===== src/rtl/gab_pkg.sv =====
`default_nettype none
package gab_pkg;

  // field widths
  localparam int POS_W   = 24;
  localparam int DIFF_W  = POS_W + 1;
  localparam int MASS_W  = 24;
  localparam int ID_W    = 16;
  localparam int GAIN_W  = 32;
  localparam int MINSQ_W = 16;
  localparam int ACC_W   = 32;
  localparam int ANG_W   = 17;
  localparam int CFG_IDX_W = 2;

  // internal widths
  localparam int SQ_W   = 2 * DIFF_W;
  localparam int D2_W   = SQ_W;
  localparam int PROD_W = GAIN_W + MASS_W;
  localparam int REM_W  = D2_W + 1;
  localparam int CX_W   = 58;
  localparam int CZ_W   = 29;
  localparam int CX_SHIFT = 30;

  // pipeline depth
  localparam int DIV_STEPS   = ACC_W;
  localparam int ANGLE_STEPS = 20;

  // angle constants, degrees Q.7
  localparam int ANGLE_FRAC_SHIFT = 13;
  localparam int ANGLE_HALF_RIGHT = 11520;
  localparam int ANGLE_STRAIGHT   = 23040;

  // register indexes
  localparam logic [CFG_IDX_W-1:0] REG_GAIN  = 2'd0;
  localparam logic [CFG_IDX_W-1:0] REG_MINSQ = 2'd1;

  localparam logic [GAIN_W-1:0]  GAIN_RST  = 32'd28665900;
  localparam logic [MINSQ_W-1:0] MINSQ_RST = 16'd7;

  // atan(2^-i) in degrees Q.20
  localparam logic signed [CZ_W-1:0] ATAN_TBL [ANGLE_STEPS] = '{
    29'sd47185920, 29'sd27855475, 29'sd14718068, 29'sd7471121, 29'sd3750058,
    29'sd1876857,  29'sd938658,   29'sd469357,   29'sd234682,  29'sd117342,
    29'sd58671,    29'sd29335,    29'sd14668,    29'sd7334,    29'sd3667,
    29'sd1833,     29'sd917,      29'sd458,      29'sd229,     29'sd115
  };

  // data handed from cell to cell
  typedef struct packed {
    logic                   vld;
    logic [ID_W-1:0]        id;
    logic                   sat;
    logic                   dxneg;
    logic                   dypos;
    logic [D2_W-1:0]        d;
    logic [REM_W-1:0]       r;
    logic [ACC_W-1:0]       lo;
    logic [ACC_W-1:0]       q;
    logic signed [CX_W-1:0] x;
    logic signed [CX_W-1:0] y;
    logic signed [CZ_W-1:0] z;
  } gab_cell_t;

endpackage
`default_nettype wire


===== src/rtl/gab_front.sv =====
`default_nettype none
module gab_front (
  input  wire logic                         clk,
  input  wire logic                         rst_n,
  input  wire logic                         adv,
  input  wire logic                         in_vld,
  input  wire logic [gab_pkg::POS_W-1:0]    emitter_x,
  input  wire logic [gab_pkg::POS_W-1:0]    emitter_y,
  input  wire logic [gab_pkg::MASS_W-1:0]   emitter_mass,
  input  wire logic [gab_pkg::POS_W-1:0]    body_x,
  input  wire logic [gab_pkg::POS_W-1:0]    body_y,
  input  wire logic [gab_pkg::ID_W-1:0]     body_id,
  input  wire logic [gab_pkg::GAIN_W-1:0]   gain,
  input  wire logic [gab_pkg::MINSQ_W-1:0]  min_sq,
  output gab_pkg::gab_cell_t                cell_o
);
  import gab_pkg::*;

  // stage a: differences
  logic                     a_vld_r;
  logic signed [DIFF_W-1:0] a_dx_r, a_dy_r;
  logic [MASS_W-1:0]        a_mass_r;
  logic [ID_W-1:0]          a_id_r;

  always_ff @(posedge clk) begin
    if (!rst_n) begin
      a_vld_r <= 1'b0;
    end else if (adv) begin
      a_vld_r <= in_vld;
    end
    if (adv) begin
      a_dx_r   <= $signed({emitter_x[POS_W-1], emitter_x}) - $signed({body_x[POS_W-1], body_x});
      a_dy_r   <= $signed({emitter_y[POS_W-1], emitter_y}) - $signed({body_y[POS_W-1], body_y});
      a_mass_r <= emitter_mass;
      a_id_r   <= body_id;
    end
  end

  // stage b: magnitudes, squares and numerator
  logic [DIFF_W-1:0] ax_nxt, ay_nxt;
  assign ax_nxt = a_dx_r[DIFF_W-1] ? DIFF_W'(-a_dx_r) : DIFF_W'(a_dx_r);
  assign ay_nxt = a_dy_r[DIFF_W-1] ? DIFF_W'(-a_dy_r) : DIFF_W'(a_dy_r);

  logic              b_vld_r, b_dxneg_r, b_dypos_r;
  logic [DIFF_W-1:0] b_ax_r, b_ay_r;
  logic [SQ_W-1:0]   b_sqx_r, b_sqy_r;
  logic [PROD_W-1:0] b_prod_r;
  logic [ID_W-1:0]   b_id_r;

  always_ff @(posedge clk) begin
    if (!rst_n) begin
      b_vld_r <= 1'b0;
    end else if (adv) begin
      b_vld_r <= a_vld_r;
    end
    if (adv) begin
      b_ax_r    <= ax_nxt;
      b_ay_r    <= ay_nxt;
      b_sqx_r   <= SQ_W'(ax_nxt) * SQ_W'(ax_nxt);
      b_sqy_r   <= SQ_W'(ay_nxt) * SQ_W'(ay_nxt);
      b_prod_r  <= PROD_W'(gain) * PROD_W'(a_mass_r);
      b_dxneg_r <= a_dx_r[DIFF_W-1];
      b_dypos_r <= !a_dy_r[DIFF_W-1] && (a_dy_r != '0);
      b_id_r    <= a_id_r;
    end
  end

  // distance, threshold and first cell input
  logic [D2_W-1:0] d2;
  assign d2 = b_sqx_r + b_sqy_r;

  always_comb begin
    cell_o.vld   = b_vld_r && (d2 >= D2_W'(min_sq));
    cell_o.id    = b_id_r;
    cell_o.sat   = REM_W'(b_prod_r[PROD_W-1:ACC_W]) >= REM_W'(d2);
    cell_o.dxneg = b_dxneg_r;
    cell_o.dypos = b_dypos_r;
    cell_o.d     = d2;
    cell_o.r     = REM_W'(b_prod_r[PROD_W-1:ACC_W]);
    cell_o.lo    = b_prod_r[ACC_W-1:0];
    cell_o.q     = '0;
    cell_o.x     = $signed(CX_W'({b_ay_r, {CX_SHIFT{1'b0}}}));
    cell_o.y     = $signed(CX_W'({b_ax_r, {CX_SHIFT{1'b0}}}));
    cell_o.z     = '0;
  end

endmodule
`default_nettype wire


===== config.mk =====
export PLATFORM = sky130hd
export DESIGN_NAME = gab_front
export DESIGN_NICKNAME = d
export VERILOG_FILES = /design/src/rtl/gab_pkg.sv /design/src/rtl/gab_front.sv
export SDC_FILE = /design/constraint.sdc
export NUM_CORES = 2
export LEC_CHECK = 0
export ABC_CLOCK_PERIOD_IN_PS = 22000
export BUFFER_PORTS_ARGS = -buffer_cell sky130_fd_sc_hd__buf_2
export CORE_MARGIN = 4
export CORE_UTILIZATION = 61
export DETAILED_ROUTE_END_ITERATION = 10
export PLACE_DENSITY_LB_ADDON = 0.15
export SETUP_SLACK_MARGIN = 0.4
export SYNTH_ARGS = -nofsm -noshare
export SYNTH_HDL_FRONTEND = slang
export SYNTH_SLANG_ARGS = --single-unit

===== constraint.sdc =====
create_clock -name clk -period 22 [get_ports clk]
set_clock_uncertainty 0.15 [all_clocks]
set_input_delay 4.4 -clock clk [delete_from_list [all_inputs] [get_ports clk]]
set_output_delay 4.4 -clock clk [all_outputs]
set_load 0.1 [all_outputs]

## Word-level counts from Yosys, hierarchy flattened

Index checks and enable logic that the tools add are counted.

| cells by class | value |
|---|---|
| add/subtract/negate cells | 5 |
| multiply operators | 3 |
| div/mod/pow operators | 0 |
| magnitude comparators | 2 |
| equal/unequal tests | 0 |
| shift-type cells | 0 |
| multiplexer cells | 2 |
| bitwise gates (word level) | 0 |
| reduce and logical (&&, ||, !) cells | 4 |

Operator list:

| cell | count |
|---|---|
| $mul 25x25->50 | 2 |
| $mul 32x24->56 | 1 |
| $add 50x50->50 | 1 |
| $ge 24x50->1 | 1 |
| $ge 50x16->1 | 1 |
| $mux 25 | 2 |
| $neg 25->25 | 2 |
| $sub 24x24->25 | 2 |
| $reduce_bool 25->1 | 1 |
| $logic_and 1x1->1 | 2 |
| $logic_not 1->1 | 1 |

| word-level totals | value |
|---|---|
| flip-flop bits (word level) | 316 |
| bits in latches | 0 |
| bits in writable memories | 0 |
| ROM bits | 0 |
| input port bits | 188 |
| output and inout port bits | 330 |
| logic and storage cells | 30 |
| memories | 0 |

## Depth between registers and ports, before layout

| logic depth | value |
|---|---|
| word-level depth | 3 |
| gate-level depth with buffers | 40 |
| gate-level depth less buffers | 38 |

## Worst setup path after synthesis

No wires, ideal clock.

| path | value |
|---|---|
| path kind | flip-flop to output port |
| start point | reg b_sqx_r[16] |
| end point | out cell_o[329] (netlist name) |
| data arrival time | 7.317 ns |
| data required time | 17.450 ns |
| path slack | 10.133 ns |
| stages on the path, launching flop included | 13 |
| path buffers | 1 |
| cells stage by stage | edfxtp_1 -> ha_1 -> clkbuf_1 -> a211oi_1 -> o211a_1 -> o21ai_0 -> a221o_1 -> o21ai_0 -> nand2b_1 -> o41ai_1 -> or4_1 -> nor4b_2 -> a31oi_1 |

RTL lines:

| item | RTL line | source |
|---|---|---|
| start: declaration | gab_front.sv:46 | `logic [SQ_W-1:0] b_sqx_r, b_sqy_r;` |
| start signal: assignment | gab_front.sv:59 | `b_sqx_r <= SQ_W'(ax_nxt) * SQ_W'(ax_nxt);` |
| end: declaration | gab_front.sv:15 | `output gab_pkg::gab_cell_t cell_o` |

## Worst setup path after layout

| path | value |
|---|---|
| start point | in gain[17] (netlist name) |
| end point | reg b_prod_r[48], data pin |

| on the way | value |
|---|---|
| word-level cells in the longest chain between the ends | 1 |

RTL lines:

| item | RTL line | source |
|---|---|---|
| start: declaration | gab_front.sv:13 | `input wire logic [gab_pkg::GAIN_W-1:0] gain,` |
| $mul 32x24->56 | gab_front.sv:61 | `b_prod_r <= PROD_W'(gain) * PROD_W'(a_mass_r);` |
| end signal: assignment | gab_front.sv:61 |  |
| end: declaration | gab_front.sv:47 | `logic [PROD_W-1:0] b_prod_r;` |

Every way passes these cells.
A chain may end at the register's enable or synchronous reset.

==> results.py <==
metrics = {
    "synth": {
        "synth_flop_cell": "edfxtp_1",
        "synth_area_leaders": "fa_1, edfxtp_1, ha_1, inv_1, nand2_1",
        "synth.avg_cell_area_sq_um": 9.43,
        "async_flop_share_pct": 0,
        "ys_ff_latch": 312,
        "yosysUniqueCellTypes": 80,
        "syn_inst": 8026,
        "netlist_top_cells_count": "inv_1, fa_1, nand2_1, ha_1, nor2_1",
        "yosysTopAreaCell": "fa_1",
        "netlist.area_leader.share_pct": 42.2,
        "synth_edf_count": 310,
        "seq_area_frac_synth_pct": 12.4,
        "netlist_area_sq_mm": 0.0757,
        "synth.most_common_cell": "inv_1",
        "ys_warn_count": 0,
    },
    "critical_path": {
        "path_class": "in -> reg",
        "r2r_cells": 37,
        "r2r_slack_ps": 10650,
        "reg2reg_from": "a_dy_r[0]",
        "r2r_end": "b_sqy_r[48]",
        "arrival_ps": 12540,
        "end_kind": "register",
        "crit_fanout": 24,
        "cp-start-kind": "input port",
        "worstPathRequired_ps": 22220,
    },
    "timing": {
        "worstMarginPinSlew_ps": 1070,
        "fmax_mhz": 81.2,
        "setup_violations": 0,
        "fin_crit_ps": 12320,
        "min_period_over_period_pct": 56.0,
        "maxSlewHeadroom_pct": 27.6,
        "rsz0062_at_grt": "false",
        "fin_setup_tns_ps": 0,
        "slew_viol_final": 0,
        "hold_violations": 0,
    },
    "drt": {
        "ant_nets": 0,
        "drc": 0,
        "routed_wl_mm": 202,
        "first_pass_iters": 6,
        "drt_iter0_drc": 3847,
        "routedWlPerCell_microns": 20.3,
        "vias": 54800,
        "vias_per_cell": 5.50,
    },
    "cts": {
        "clk_latency_ps": 640,
        "clk_pin_slew_ps": 60,
        "clock_path_buffers": 3,
        "htreeDepth": 2,
        "cts_resized": 0,
        "cts_setup_buffers": 0,
        "cts_tree": "yes",
        "cts_hold_buf": 0,
        "cts-root-buf": "clkbuf_16",
        "cts_made_buffers": 42,
        "clock_sinks": 312,
    },
    "floorplanning": {
        "die_h_microns": 360,
        "die_area_sq_mm": 0.130,
        "fp.dieW_microns": 360,
        "ios": 518,
        "rows": 128,
        "start_util_pct": 61.8,
        "core-area_sq_mm": 0.123,
    },
    "job": {
        "max-cap-violations": 0,
    },
    "cells_and_area": {
        "final_nets": 10800,
        "drive_above_1_share_pct": 6.74,
        "syn_to_final_growth_pct": 6.11,
        "seq_area_sq_mm": 0.00935,
        "num-fill-cells": 10200,
        "multi_input_area_sq_mm": 0.0571,
    },
    "placed_design": {
        "gp_congestion": 0.948,
        "dpl.hpwl_mm": 165,
        "port_buffers": 363,
    },
    "global_routing": {
        "grt_overflow": 0,
        "grt_pass1_vias": 59500,
        "grt_pass1_wl_mm": 324,
        "antenna_found_initial": 12,
        "grt_use_total_pct": 32.0,
        "grt_max_degree": 86,
    },
    "worst_hold_path": {
        "hold_depth": 0,
        "worstHoldEndpoint": "b_id_r[4]",
        "hp-start": "a_id_r[4]",
        "hold_path.class": "reg -> reg",
    },
    "run_status": {
        "status": "finished clean",
    },
}
-- logic make-up after synthesis --
logic type,Yosys count,synth area share [%]
muxes,4,0.0545
adders and majority gates,2274,53.4
and+or+nand+nor,1891,11.2
other,2,0.00992
DFF,312,12.4
AOI/OAI and AO/OA,744,6.44
xor gates and xnor gates,279,3.23
buffers and inverters,2520,13.3
-- final cells by class --
| type | instances | share of cell area [%] |
|---|---|---|
| multi-input cells | 5382 | 71.0 |
| flip-flops and latches | 312 | 11.6 |
| inverters | 2112 | 9.87 |
| repair buffers | 455 | 3.13 |
| well taps | 1625 | 2.53 |
| clock buffers | 47 | 1.36 |
| clock inverters | 30 | 0.411 |
| diodes | 6 | 0.0187 |
-- placed cells by master (no fill, tap or decap), types with 27 or more instances in the layout --
cell type  Yosys  layout
a21o_1       138     138
a21oi_1      210     210
a31oi_1       32      32
and2_1       294     294
and3_1        29      29
buf_2          2     362
buf_4        158      92
clkbuf_16      0      43
conb_1         2     190
edfxtp_1     310     310
fa_1        1594    1594
ha_1         680     680
inv_1       2096    2096
nand2_1      944     944
nand2b_1      35      35
nand3_1       50      50
nand4_1       35      35
nor2_1       389     389
nor2b_1       30      30
nor3_1        27      27
o21a_1        34      34
o21ai_0      125     124
o21bai_1      27      27
xnor2_1      194     188
xor2_1        85      80
-- sequential cells by signal, summed over array words and instances, names as in the netlist --
register and cells:
b_prod_r 56, b_sqx_r 48, b_sqy_r 48, a_dx_r 25, a_dy_r 25, b_ax_r 25, b_ay_r 25, a_mass_r 24
a_id_r 16, b_id_r 16, a_vld_r 1, b_dxneg_r 1, b_dypos_r 1, b_vld_r 1
-- worst max-delay path by stage --
| stage | start | end | cells after the start |
|---|---|---|---|
| after floorplan | b_sqx_r[16] | cell_o[329] | 12 |
| after global placement | gain[14] | b_prod_r[48] | 25 |
| after detailed placement | gain[17] | b_prod_r[48] | 24 |
| after CTS | gain[17] | b_prod_r[48] | 24 |
| after global routing | gain[14] | b_prod_r[48] | 25 |
| final | gain[17] | b_prod_r[48] | 24 |
-- routing by layer --
metal / share of wire (%) / track usage [%] / up-vias
li1: - / - / 24400
met1: 38 / 41.0 / 27800
met2: 47 / 52.7 / 2148
met3: 9.4 / 7.51 / 522
met4: 5.2 / 13.6 / 4
met5: 0.013 / 0 / -
-- critical path, stage by stage --
cell and delay [ps]:
buf_2 420, and2_1 240, fa_1 430, fa_1 540, fa_1 580, fa_1 450, fa_1 540, inv_1 50
fa_1 470, inv_1 50, fa_1 430, ha_1 360, a21o_1 210, a21o_1 170, a21oi_1 280, a21oi_1 140
o22ai_1 230, a21oi_1 240, o2111ai_1 380, a21oi_1 160, o311ai_0 890, a21oi_1 310, a221o_1 400, xor2_1 150
-- metrics by stage --
step | utilization [%] | cells | worst slack, ps | hold slack [ps] | cell area [sq um]
final | 65.6 | 9969 | 9680 | 265 | 80300
after global routing | 65.5 | 9964 | 9220 | 284 | 80300
after CTS | 65.5 | 9963 | 9780 | 262 | 80300
after detailed placement | 64.4 | 9886 | 9120 | 255 | 78900
after global placement | 64.4 | 9886 | 9260 | 252 | 78900
after floorplan | - | 8214 | 10130 | 250 | 76400
Power is left out: the tool's default activity adds up to more than one toggle a clock period on the data nets, which glitch-free logic cannot reach.
