===== src/rtl/gab_pkg.sv =====
`default_nettype none
package gab_pkg;

  // field widths
  localparam int POS_W   = 24;
  localparam int DIFF_W  = POS_W + 1;
  localparam int MASS_W  = 24;
  localparam int ID_W    = 16;
  localparam int GAIN_W  = 32;
  localparam int MINSQ_W = 16;
  localparam int ACC_W   = 32;
  localparam int ANG_W   = 17;
  localparam int CFG_IDX_W = 2;

  // internal widths
  localparam int SQ_W   = 2 * DIFF_W;
  localparam int D2_W   = SQ_W;
  localparam int PROD_W = GAIN_W + MASS_W;
  localparam int REM_W  = D2_W + 1;
  localparam int CX_W   = 58;
  localparam int CZ_W   = 29;
  localparam int CX_SHIFT = 30;

  // pipeline depth
  localparam int DIV_STEPS   = ACC_W;
  localparam int ANGLE_STEPS = 20;

  // angle constants, degrees Q.7
  localparam int ANGLE_FRAC_SHIFT = 13;
  localparam int ANGLE_HALF_RIGHT = 11520;
  localparam int ANGLE_STRAIGHT   = 23040;

  // register indexes
  localparam logic [CFG_IDX_W-1:0] REG_GAIN  = 2'd0;
  localparam logic [CFG_IDX_W-1:0] REG_MINSQ = 2'd1;

  localparam logic [GAIN_W-1:0]  GAIN_RST  = 32'd28665900;
  localparam logic [MINSQ_W-1:0] MINSQ_RST = 16'd7;

  // atan(2^-i) in degrees Q.20
  localparam logic signed [CZ_W-1:0] ATAN_TBL [ANGLE_STEPS] = '{
    29'sd47185920, 29'sd27855475, 29'sd14718068, 29'sd7471121, 29'sd3750058,
    29'sd1876857,  29'sd938658,   29'sd469357,   29'sd234682,  29'sd117342,
    29'sd58671,    29'sd29335,    29'sd14668,    29'sd7334,    29'sd3667,
    29'sd1833,     29'sd917,      29'sd458,      29'sd229,     29'sd115
  };

  // data handed from cell to cell
  typedef struct packed {
    logic                   vld;
    logic [ID_W-1:0]        id;
    logic                   sat;
    logic                   dxneg;
    logic                   dypos;
    logic [D2_W-1:0]        d;
    logic [REM_W-1:0]       r;
    logic [ACC_W-1:0]       lo;
    logic [ACC_W-1:0]       q;
    logic signed [CX_W-1:0] x;
    logic signed [CX_W-1:0] y;
    logic signed [CZ_W-1:0] z;
  } gab_cell_t;

endpackage
`default_nettype wire


===== src/rtl/gab_cell.sv =====
`default_nettype none
module gab_cell #(
  parameter int IDX = 0
) (
  input  wire logic               clk,
  input  wire logic               rst_n,
  input  wire logic               adv,
  input  wire gab_pkg::gab_cell_t cell_i,
  output gab_pkg::gab_cell_t      cell_o
);
  import gab_pkg::*;

  // table slot for this cell, unused past the last rotation
  localparam int TBL_IDX = (IDX < ANGLE_STEPS) ? IDX : 0;

  gab_cell_t cell_r, cell_nxt;
  logic [REM_W-1:0] trial;
  logic             ge;
  logic signed [CX_W-1:0] xs, ys;

  always_comb begin
    cell_nxt = cell_i;
    // one quotient bit per cell
    trial = {cell_i.r[REM_W-2:0], cell_i.lo[ACC_W-1]};
    ge    = trial >= {1'b0, cell_i.d};
    cell_nxt.r  = ge ? trial - {1'b0, cell_i.d} : trial;
    cell_nxt.lo = {cell_i.lo[ACC_W-2:0], 1'b0};
    cell_nxt.q  = {cell_i.q[ACC_W-2:0], ge};
    // one vectoring rotation in the first cells
    xs = cell_i.x >>> IDX;
    ys = cell_i.y >>> IDX;
    if (IDX < ANGLE_STEPS) begin
      if (!cell_i.y[CX_W-1] && cell_i.y != '0) begin
        cell_nxt.x = cell_i.x + ys;
        cell_nxt.y = cell_i.y - xs;
        cell_nxt.z = cell_i.z + ATAN_TBL[TBL_IDX];
      end else if (cell_i.y[CX_W-1]) begin
        cell_nxt.x = cell_i.x - ys;
        cell_nxt.y = cell_i.y + xs;
        cell_nxt.z = cell_i.z - ATAN_TBL[TBL_IDX];
      end
    end
  end

  always_ff @(posedge clk) begin
    if (!rst_n) begin
      cell_r.vld <= 1'b0;
    end else if (adv) begin
      cell_r <= cell_nxt;
    end
  end

  assign cell_o = cell_r;

endmodule
`default_nettype wire


===== config.mk =====
export PLATFORM = sky130hd
export DESIGN_NAME = gab_cell
export DESIGN_NICKNAME = d
export VERILOG_FILES = /design/src/rtl/gab_pkg.sv /design/src/rtl/gab_cell.sv
export SDC_FILE = /design/constraint.sdc
export NUM_CORES = 1
export LEC_CHECK = 0
export ABC_AREA = 1
export BUFFER_PORTS_ARGS = -buffer_cell sky130_fd_sc_hd__buf_4
export CAP_MARGIN = 20
export CORE_MARGIN = 4
export CORE_UTILIZATION = 31
export CTS_CLUSTER_SIZE = 10
export DETAILED_ROUTE_END_ITERATION = 10
export SLEW_MARGIN = 20
export SYNTH_ARGS = -nofsm -noshare
export SYNTH_HDL_FRONTEND = slang
export SYNTH_SLANG_ARGS = --single-unit
export TNS_END_PERCENT = 100

===== constraint.sdc =====
create_clock -name clk -period 10.1 [get_ports clk]
set_clock_uncertainty 0.2 [all_clocks]
set_input_delay 1.515 -clock clk [delete_from_list [all_inputs] [get_ports clk]]
set_output_delay 1.515 -clock clk [all_outputs]
set_load 0.005 [all_outputs]

After elaboration in Yosys (flattened, before gate mapping):

Cells that the tools add are included.

* output and inout bits: 330
* register bits after elaboration: 329

* reductions and logical operators: 4
* add/sub/neg operators: 6
* $lt $le $gt $ge: 1
* multiplexer cells: 3

Operator list (number)
* two-way mux 145 bit: 2
* subtractor 58 bit: 2
* adder 58 bit: 1
* nonzero test 58 bit: 1
* >= comparator 51 x 50 -> 1 bit: 1
* two-way mux 51 bit: 1
* subtractor 51 x 50 -> 51 bit: 1
* adder 29 x 27 -> 29 bit, second input constant: 1
* subtractor 29 x 27 -> 29 bit, second input constant: 1
* AND reduction 2 bit: 1
* logical AND 1 bit: 1
* zero test 1 bit: 1

Longest topological paths before layout:

Gate-level depths: netlist of run 1.

* depth in word-level cells: 3
* depth in mapped cells: 18

Least setup slack after synthesis of run 1:

Ideal clock, no wire load.

* path kind: in2reg
* start: in rst_n
* end: reg cell_r, in the netlist cell_o[0] (enable)
* path buffers: 0
* required time: 9.223 ns
* stages: 2
* arrival time: 7.831 ns
* path slack: 1.392 ns
* cell sequence: nand2_1 > inv_1

* cells in the longest elaborated chain, start to end: 1

RTL lines
* start, declared: line gab_cell.sv:6 `input wire logic rst_n,`
* AND reduction 2 bit (no line)
* end signal, assigned: line gab_cell.sv:49 `cell_r <= cell_nxt;`
* end, declared: line gab_cell.sv:16 `gab_cell_t cell_r, cell_nxt;`

Every way passes these cells.
A chain may end at the register's enable or synchronous reset.

==> impl_results.md, run 1 <==
* Met3 wire length at ~9200 um
* Nets at 5953
* Core area at 100000 sq um
* Top-count cell post-synth: nand2_1
* HPWL after DPL at between 100000 and 150000 um
* Yosys reg bits at approximately 330
* Class of the worst hold path: reg -> reg
* Worst path slowest cell: inv_2
* Total global routing overflow at 0
* Seq pwr share at a little over a third
* Final setup violation count at 0
* Die ar. at about 110000 sq um
* Port Buffer Count at ~660
* Initial antenna violation count at 8
* Max IR drop VDD at 110 uV
* Yosys Warn Count at 0
* Synth area leader: edfxtp_1
* Clock group share of total power at between 20 and 30%
* Sw Share at 37.2%
* Worst-margin pin slew at about 1.1 ns
* CP top delay family: buffers and inverters
* Final Hold Viols at 0
* Kind of end point of the critical path: register
* Drt pass-1 iters at 6
* CTS Buffer Depth at 3
* Drt total wl at around 150000 um
* Synth cell count leaders: 1652 x nand2_1, 912 x inv_1, 444 x nor2_1
* Primary FF master, synth: edfxtp_1
* Ports at 663
* Setup crit start kind: input pin
* Net Switching at about 1.8 mW
* Largest family of logic cells by synthesized area: simple AND/OR/NAND/NOR gates
* Crit Path Max Fanout at 55
* Row count at ~120
* Htree depth at 2
* Synth Area in Adders at under 10%
* First-pass GRT wire length at roughly 220000 um
* # clock sinks at 329
* Synth area leaders: edfxtp_1 31%, nand2_1 20%, inv_1 11%
* Synth Area in Simple Gates at 33.6%
* Worst Path Required at 10.23 ns
* Max FFs per register at approximately 330
* Layout Cells excl Fill at 6719
* Mapped cell area at about 31000 sq um
* CTS tree: built
* Vias per cell at approximately 4.9
* DRT iter0 DRCs at between 2000 and 3000
* Mapped Nets at about 5300
* Period utilization at approximately 45%
* Highest Signal Layer: met5
* Avg WL per Cell at ~23 um
* Largest net degree at the start of global routing at approximately 160
* Max-slew headroom at 29.7%
* Post-synth cell types at between 40 and 50
* CTS root buf: clkbuf_16
* Power Total at between 4 and 5 mW
* Worst-path clk slew at roughly 0.050 ns
* Yosys top cell area share at between 30% and 40%
* Drc violations at 0
* Outcome: finished, final reports clean
* Starting density of the core at between 30% and 40%
* Synth Area in Compound Gates at 9.02%
* RSZ-0062 raised after global routing: false
* Post-CTS Setup Bufs at 0
* Post-route ant nets at 0
* Combinational Power Share at 35.3%
* Syn avg cell area at between 6 and 7 sq um
* Worst Path Buf+Inv at 4
* P_leak at about 20 nW
* Post-CTS Hold Buffers at 0
* Total CTS buffers at 44
* Post-synth EDFFs at ~330
* Crit path kind: in -> reg
* Cells after Synth at around 4800
* Setup TNS at 0 ns
* Asr flop ratio synth at 0%
* Metal1 wirelength at between 60000 and 70000 um
* Die W at between 300 and 400 um
* Clock Latency Late Sink at approximately 0.63 ns
* Worst-path cell chain: buf_4, clkinv_2, nand4_1, nor2_1, nand3_1, nor2_1, nand2_2, nand2_4, inv_2, buf_4, a21oi_1
* Max-slew violations at 0
* Worst Path Arrival at around 4.7 ns
* WL met2 at between 70000 and 80000 um
* Min cycle time layout at about 4.6 ns
* Pwr Density at around 130 nW/um^2
* Max incr delay on CP at ~0.67 ns
* Area grow syn2layout at 23.2%
* GPL Wtd Cong at 1.02
* Post-Synth XOR/XNOR Area at between 3 and 4%
* Die Y-Extent at ~330 um
* Mux cell area share after synthesis at 0%
* Max-cap violations at 0
* Sequential area share after synthesis at 31.5%
* Placed Instances at approximately 6600
* Post-CTS sizing at 0
* Vias at between 30000 and 40000
* Vias in the first global route at around 32000
* Gr usage total at 27.6%
* Share of cells above drive strength 1 at between 10% and 20%
* Fmax at 219 MHz
* Int Power at between 3 and 4 mW
path summary, 6_finish.rpt:
kind                             from                       end  slack (ns)  depth (start not counted)
max                        cell_i[86]     cell_o[106]$_DFFE_PP_        5.54                         11
min          cell_o[329]$_SDFFE_PN0P_  cell_o[329]$_SDFFE_PN0P_        0.35                          2
max reg2reg  cell_o[329]$_SDFFE_PN0P_  cell_o[329]$_SDFFE_PN0P_        9.27                          2
min reg2reg  cell_o[329]$_SDFFE_PN0P_  cell_o[329]$_SDFFE_PN0P_        0.35                          2
worst min-delay path: cells and delay by family (launching register included):
family	cells	cell delay [ns]
flip-flops	1	0.33
AO/OA/AOI/OAI	2	0.19
routing by layer:
metal  track usage (%)  vias up
met1              32.6    15323
met4              13.5        6
met3              3.98      233
li1                  -    16164
met5                 0        -
met2              49.1     1223
power groups by stage:
stage,Clock (mW),Combinational (mW),Sequential (mW)
after floorplan,0,0.963,1.75
after global placement,0,1.72,1.75
after detailed placement,0,1.72,1.75
after CTS,1.53,1.73,1.73
after global routing,1.58,1.91,1.73
final,1.48,1.74,1.72
kinds of logic after synthesis:
logic type,Yosys count
AND/OR/NAND/NOR,2567
buffers and inverters,1024
AO/OA/AOI/OAI,511
flip-flops,329
adder cells (fa/ha/maj),227
XOR/XNOR,123
other,1
layout make-up:
class / instances / area, sq um
Antenna cell: 5 / 12.5
Clock buffer: 54 / 1160
Clock inverter: 15 / 131
Fill cell: 10941 / 61500
Inverter: 920 / 3460
Multi-Input combinational cell: 3429 / 17300
Sequential cell: 329 / 9870
Tap cell: 1298 / 1620
Timing Repair Buffer: 669 / 5030
cells in the final DEF (no fill, tap or decap), types with 96 or more instances in the layout:
master,count
nand3_1,270
nor2_1,444
edfxtp_1,328
ha_1,223
nand2_1,1652
o21ai_0,168
buf_4,668
inv_1,911
xor2_1,96
a21oi_1,234
per-stage QoR:
stage / hold WS (ns) / instance area (sq um) / worst slack, ns / utilization [%]
2_1_floorplan: 0.325 / 31300 / 1.39 / -
3_3_place_gp: 0.324 / 37300 / 4.99 / 37.3
3_5_place_dp: 0.339 / 37300 / 4.95 / 37.3
4_1_cts: 0.357 / 38600 / 5.62 / 38.5
5_1_grt: 0.426 / 38600 / 5.39 / 38.6
6_report: 0.352 / 38600 / 5.54 / 38.6
Note: power is estimated with default switching activity, not from simulation.
==> run 2: changes to the inputs <==
==> constraint.sdc (replaced) <==
create_clock -name clk -period 4.8 [get_ports clk]
set_clock_uncertainty 0.2 [all_clocks]
set_input_delay 0.72 -clock clk [delete_from_list [all_inputs] [get_ports clk]]
set_output_delay 0.72 -clock clk [all_outputs]
set_load 0.005 [all_outputs]
==> run 2 against run 1 <==
Total power up 110%. Cell area rose by 0.33%. Critical path depth shrank 1.
==> impl_results.md, run 2 (synthesis results as in run 1) <==
* Setup TNS at 0 ns (unchanged)
* Final setup violation count at 0 (unchanged)
* Max-slew violations at 0 (unchanged)
* Initial antenna violation count at 2 (was 8)
* Post-route ant nets at 0 (unchanged)
* Period utilization at between 70% and 80%
* Final design utilization at 38.7% (was 38.6%)
* Die W at 326 um (unchanged)
* Final WS setup at 1.11 ns (was 5.54 ns)
* Setup Slack @ Placement at 0.613 ns (was 4.95 ns)
* Fmax at between 200 and 300 MHz
* CTS root buf: clkbuf_16 (unchanged)
* Commonest non-fill, non-tap cells in the layout: 1651 x nand2_1, 911 x inv_1, 676 x buf_4 (was 1652 x nand2_1, 911 x inv_1, 668 x buf_4)
* Core area at 100000 sq um (unchanged)
* Vias at 32932 (was 32949)
* Pwr Density at 269 nW/um^2 (was 128 nW/um^2)
* First-pass GRT wire length at 217000 um (was 216000 um)
* Min cycle time layout at between 3 and 4 ns
* Row count at 116 (unchanged)
* Post-CTS sizing at 0 (unchanged)
* Drc violations at 0 (unchanged)
* Worst-path cell chain: buf_4, nor4_1, nand3_1, nor2_1, nand2_2, nand2_2, inv_2, buf_4, nand3_1, nand2_1 (was buf_4, clkinv_2, nand4_1, nor2_1, nand3_1, nor2_1, nand2_2, nand2_4, inv_2, buf_4, a21oi_1)
* Clock Latency Late Sink at 0.61 ns (was 0.63 ns)
* CTS tree: built (unchanged)
* CTS Buffer Depth at 3 (unchanged)
* CP top delay family: simple AND/OR/NAND/NOR gates (was buffers and inverters)
* Vias per cell at 4.89 (was 4.90)
* DRT iter0 DRCs at 2397 (was 2612)
* Max incr delay on CP at 0.75 ns (was 0.67 ns)
* Worst Path Arrival at 3.83 ns (was 4.70 ns)
* Crit Path Max Fanout at 42 (was 55)
* Setup crit start kind: input pin (unchanged)
* Worst Path Required at 4.94 ns (was 10.23 ns)
* Total global routing overflow at 0 (unchanged)
* Worst-margin pin slew at 0.937 ns (was 1.05 ns)
* Final Hold Viols at 0 (unchanged)
* P_leak at 20.1 nW (was 20.0 nW)
* Max FFs per register at 329 (unchanged)
* Class of the worst hold path: in -> reg (was reg -> reg)
* Worst path slowest cell: nor4_1 (was inv_2)
* Max IR drop VDD at 236 uV (was 110 uV)
* Nets at 5963 (was 5953)
* Final instance area at 38700 sq um (was 38600 sq um)
* Post-CTS Setup Bufs at 0 (unchanged)
* Htree depth at 2 (unchanged)
* Drt total wl at 154000 um (was 153000 um)
* GPL Wtd Cong at 0.979 (was 1.02)
* Area grow syn2layout at 23.6% (was 23.2%)
* # clock sinks at 329 (unchanged)
* Total CTS buffers at 43 (was 44)
* Worst-path clk slew at 0.06 ns (was 0.05 ns)
* Kind of end point of the critical path: register (unchanged)
* Worst Path Buf+Inv at 3 (was 4)
* Reg2reg setup slack at 3.96 ns (was 9.27 ns)
* Gr usage total at 27.7% (was 27.6%)
* Ports at 663 (unchanged)
* Max-slew headroom at 37.5% (was 29.7%)
* Crit path kind: in -> reg (unchanged)
* Outcome: finished, final reports clean (unchanged)
* Largest net degree at the start of global routing at 104 (was 159)
* HPWL after DPL at 131000 um (was 130000 um)
* Starting density of the core at 31.3% (unchanged)
* Post-CTS Hold Buffers at 0 (unchanged)
* RSZ-0062 raised after global routing: false (unchanged)
* Port Buffer Count at 659 (unchanged)
* Vias in the first global route at 32472 (was 32297)
* Share of cells above drive strength 1 at 15.7% (was 15.5%)
* Hold_ws at 0.0765 ns (was 0.352 ns)
* Commonest non-fill, non-tap cell in the layout: nand2_1 (unchanged)
* Max-cap violations at 0 (unchanged)
* Placed standard-cell area at 37400 sq um (was 37300 sq um)
* Die ar. at 106000 sq um (unchanged)
* Avg WL per Cell at 22.8 um (was 22.7 um)
* Die Y-Extent at 326 um (unchanged)
* Drt pass-1 iters at 6 (unchanged)
## run 2: area by class of cell
cell class	count	area, sq um
Fill cell	10938	61400
Multi-Input combinational cell	3429	17300
Sequential cell	329	9870
Timing Repair Buffer	680	5150
Inverter	920	3460
Tap cell	1298	1620
Clock buffer	60	1160
Clock inverter	11	141
Antenna cell	2	5.00
## run 2: final timing paths
check	startpoint	depth (start not counted)	end
hold reg to reg	cell_o[329]$_SDFFE_PN0P_	2	cell_o[329]$_SDFFE_PN0P_
setup / recovery	cell_i[67]	10	cell_o[79]$_DFFE_PP_
hold / removal	cell_i[19]	1	cell_o[19]$_DFFE_PP_
setup reg to reg	cell_o[329]$_SDFFE_PN0P_	2	cell_o[329]$_SDFFE_PN0P_
## run 2: routing by layer
layer	track usage [%]	up-vias	share of wire, %
met5	0	-	0
met4	10.4	0	4.3
met3	3.96	213	5.7
met2	50.2	1161	49
met1	33.2	15395	41
li1	-	16163	-
## run 2: power breakdown
part | internal [mW] | total [mW] | switching (mW)
logic | 1.29 | 3.75 | 2.46
clock network | 1.75 | 3.08 | 1.33
registers | 3.50 | 3.59 | 0.0848
## run 2: through the flow
step / instances / power (mW)
6_report: 6729 / 10.4
5_1_grt: 6729 / 11.0
4_1_cts: 6727 / 10.5
3_5_place_dp: 6656 / 7.36
3_3_place_gp: 6656 / 7.36
2_1_floorplan: 4782 / 5.70
==> run 3: changes to the inputs <==
==> constraint.sdc (replaced) <==
create_clock -name clk -period 3 [get_ports clk]
set_clock_uncertainty 0.2 [all_clocks]
set_input_delay 0.45 -clock clk [delete_from_list [all_inputs] [get_ports clk]]
set_output_delay 0.45 -clock clk [all_outputs]
set_load 0.005 [all_outputs]
==> run 3 against run 2 <==
Clock-buffer cell count is 2 lower. Sequential power is 60% higher. Cell area is 20% higher. Critical path type unchanged. Sequential cell count stayed put. Die area stayed put. Total power is 74% higher. Largest power group unchanged. Sequential share of layout area is 4.2 points lower. Cell count is 13% higher.
==> impl_results.md, run 3 (synthesis results as in run 1) <==
* Worst Path Required at 3.17 ns (was 4.94 ns)
* Setup TNS at 0 ns (unchanged)
* Max-cap violations at 0 (unchanged)
* Vias in the first global route at 36026 (was 32472)
* Final Hold Viols at 0 (unchanged)
* Net Switching at 6.62 mW (was 3.88 mW)
* Fmax at between 300 and 400 MHz
* Row count at 116 (unchanged)
* Pwr Density at 392 nW/um^2 (was 269 nW/um^2)
* Hold_ws at 0.0673 ns (was 0.0765 ns)
* Final WS setup at 0.0911 ns (was 1.11 ns)
* Worst-path clk slew at 0.06 ns (about the same)
* Vias per cell at 4.76 (was 4.89)
* Final instance area at 46300 sq um (was 38700 sq um)
* Outcome: finished, final reports clean (unchanged)
* Sw Share at 36.4% (was 37.3%)
* Max-slew headroom at 60.2% (was 37.5%)
* Clock Latency Late Sink at 0.60 ns (was 0.61 ns)
* Kind of end point of the critical path: register (unchanged)
* Drc violations at 0 (unchanged)
* Reg2reg path depth at 3 (was 2)
* P_leak at 24.4 nW (was 20.1 nW)
* Drt total wl at 162000 um (was 154000 um)
* Setup crit start kind: input pin (unchanged)
* Vias at 36272 (was 32932)
* Die W at 326 um (unchanged)
* Port Buffer Count at 659 (unchanged)
* Gr usage total at 29.3% (was 27.7%)
* Starting density of the core at 31.3% (unchanged)
* Crit Path Max Fanout at 8 (was 42)
* Ports at 663 (unchanged)
* Largest net degree at the start of global routing at 95 (was 104)
* Worst-path cell chain: dlygate4sd3_1, buf_4, inv_1, ha_1, a21oi_1, o21ai_1, a21oi_2, nand3_2, nand3_2, nand3_4, buf_4, buf_4, nand3_1, nand2_1 (was buf_4, nor4_1, nand3_1, nor2_1, nand2_2, nand2_2, inv_2, buf_4, nand3_1, nand2_1)
* HPWL after DPL at 138000 um (was 131000 um)
* Htree depth at 2 (unchanged)
* Setup Slack @ Placement at -0.212 ns (was 0.613 ns)
* GPL Wtd Cong at 1.02 (was 0.979)
* Max-slew violations at 0 (unchanged)
* Period utilization at 97.0%
* Placed Instances at 7336 (was 6656)
* RSZ-0062 raised after global routing: false (unchanged)
* Die Y-Extent at 326 um (unchanged)
* DRT iter0 DRCs at 2561 (was 2397)
* Share of cells above drive strength 1 at 24.7% (was 15.7%)
* CTS tree: built (unchanged)
* Nets at 6853 (was 5963)
* Final setup violation count at 0 (unchanged)
* Worst path slowest cell: dlygate4sd3_1 (was nor4_1)
* Seq pwr share at 31.7% (was 34.4%)
* Max FFs per register at 329 (unchanged)
* Min cycle time layout at ~2.9 ns
* Worst-margin pin slew at 0.597 ns (was 0.937 ns)
* Core area at 100000 sq um (unchanged)
* Area grow syn2layout at 47.8% (was 23.6%)
* CTS root buf: clkbuf_16 (unchanged)
* Drt pass-1 iters at 6 (unchanged)
* Layout Cells excl Fill at 7621 (was 6729)
* Int Power at 11.6 mW (was 6.54 mW)
* Initial antenna violation count at 3 (was 2)
* Max incr delay on CP at 0.56 ns (was 0.75 ns)
* Combinational Power Share at 41.0% (was 36.0%)
* Max IR drop VDD at 361 uV (was 236 uV)
* Class of the worst hold path: in -> reg (unchanged)
* # clock sinks at 329 (unchanged)
* Total CTS buffers at 43 (unchanged)
* Total global routing overflow at 0 (unchanged)
* Power Total at 18.2 mW (was 10.4 mW)
* First-pass GRT wire length at 231000 um (was 217000 um)
* Post-route ant nets at 0 (unchanged)
* Crit path kind: in -> reg (unchanged)
* Worst path most repeated cell: buf_4
* Commonest non-fill, non-tap cells in the layout: 1648 x nand2_1, 1341 x buf_4, 911 x inv_1 (was 1651 x nand2_1, 911 x inv_1, 676 x buf_4)
* Final design utilization at 46.2% (was 38.7%)
* Worst Path Arrival at 3.08 ns (was 3.83 ns)
* Commonest non-fill, non-tap cell in the layout: nand2_1 (unchanged)
* Hold depth at 4 (was 1)
* CTS Buffer Depth at 3 (unchanged)
* Die ar. at 106000 sq um (unchanged)
* Clock group share of total power at 27.4% (was 29.6%)
* Placed standard-cell area at 42700 sq um (was 37400 sq um)
* Avg WL per Cell at 21.3 um (was 22.8 um)
run 3: worst paths after layout:
check,startpoint,end,slack [ns]
worst min register to register,cell_o[329]$_SDFFE_PN0P_,cell_o[329]$_SDFFE_PN0P_,0.89
worst max register to register,cell_o[329]$_SDFFE_PN0P_,cell_o[329]$_SDFFE_PN0P_,1.63
worst max-delay path,cell_i[274],cell_o[242]$_DFFE_PP_,0.09
worst min-delay path,cell_i[27],cell_o[27]$_DFFE_PP_,0.07
run 3: cell type report:
class | count | area [sq um]
fill | 10357 | 53800
multi-input combinational | 3429 | 17500
timing repair buffer | 1570 | 12600
sequential | 329 | 9870
inverter | 920 | 3460
tap | 1298 | 1620
clock buffer | 58 | 1150
clock inverter | 15 | 146
antenna | 2 | 5.00
run 3: critical path, delay by kind of cell:
family | cells | cell delay, ns
buf+inv | 5 | 1.06
compound gates | 3 | 0.64
simple gates | 5 | 0.58
fa+ha+maj | 1 | 0.33
run 3: metal layers:
metal  routed length (um)  vias up  global-route usage, %  share of wire [%]
met2                79900     1237                   53.4                 49
met1                67600    16865                   36.1                 42
met4                 6040        2                   9.43                3.7
met5                    7        -                      0             0.0043
met3                 8720      211                   3.17                5.4
li1                     -    17957                      -                  -
run 3: repair_timing:
| item | CTS | global route |
|---|---|---|
| buffers inserted | 0 | 2 |
| setup endpoints to repair | 0 | 45 |
| hold buffers | 207 | 0 |
| resized for setup | 0 | 33 |
| endpoints found under the hold margin | 206 | 0 |
run 3: power groups by stage:
| stage | combinational [mW] | clock, mW | sequential [mW] |
|---|---|---|---|
| after floorplan | 3.24 | 0 | 5.88 |
| after global placement | 7.07 | 0 | 5.84 |
| final | 7.44 | 4.97 | 5.76 |
| after global routing | 8.06 | 5.30 | 5.79 |
| after CTS | 7.35 | 5.11 | 5.76 |
| after detailed placement | 7.07 | 0 | 5.84 |
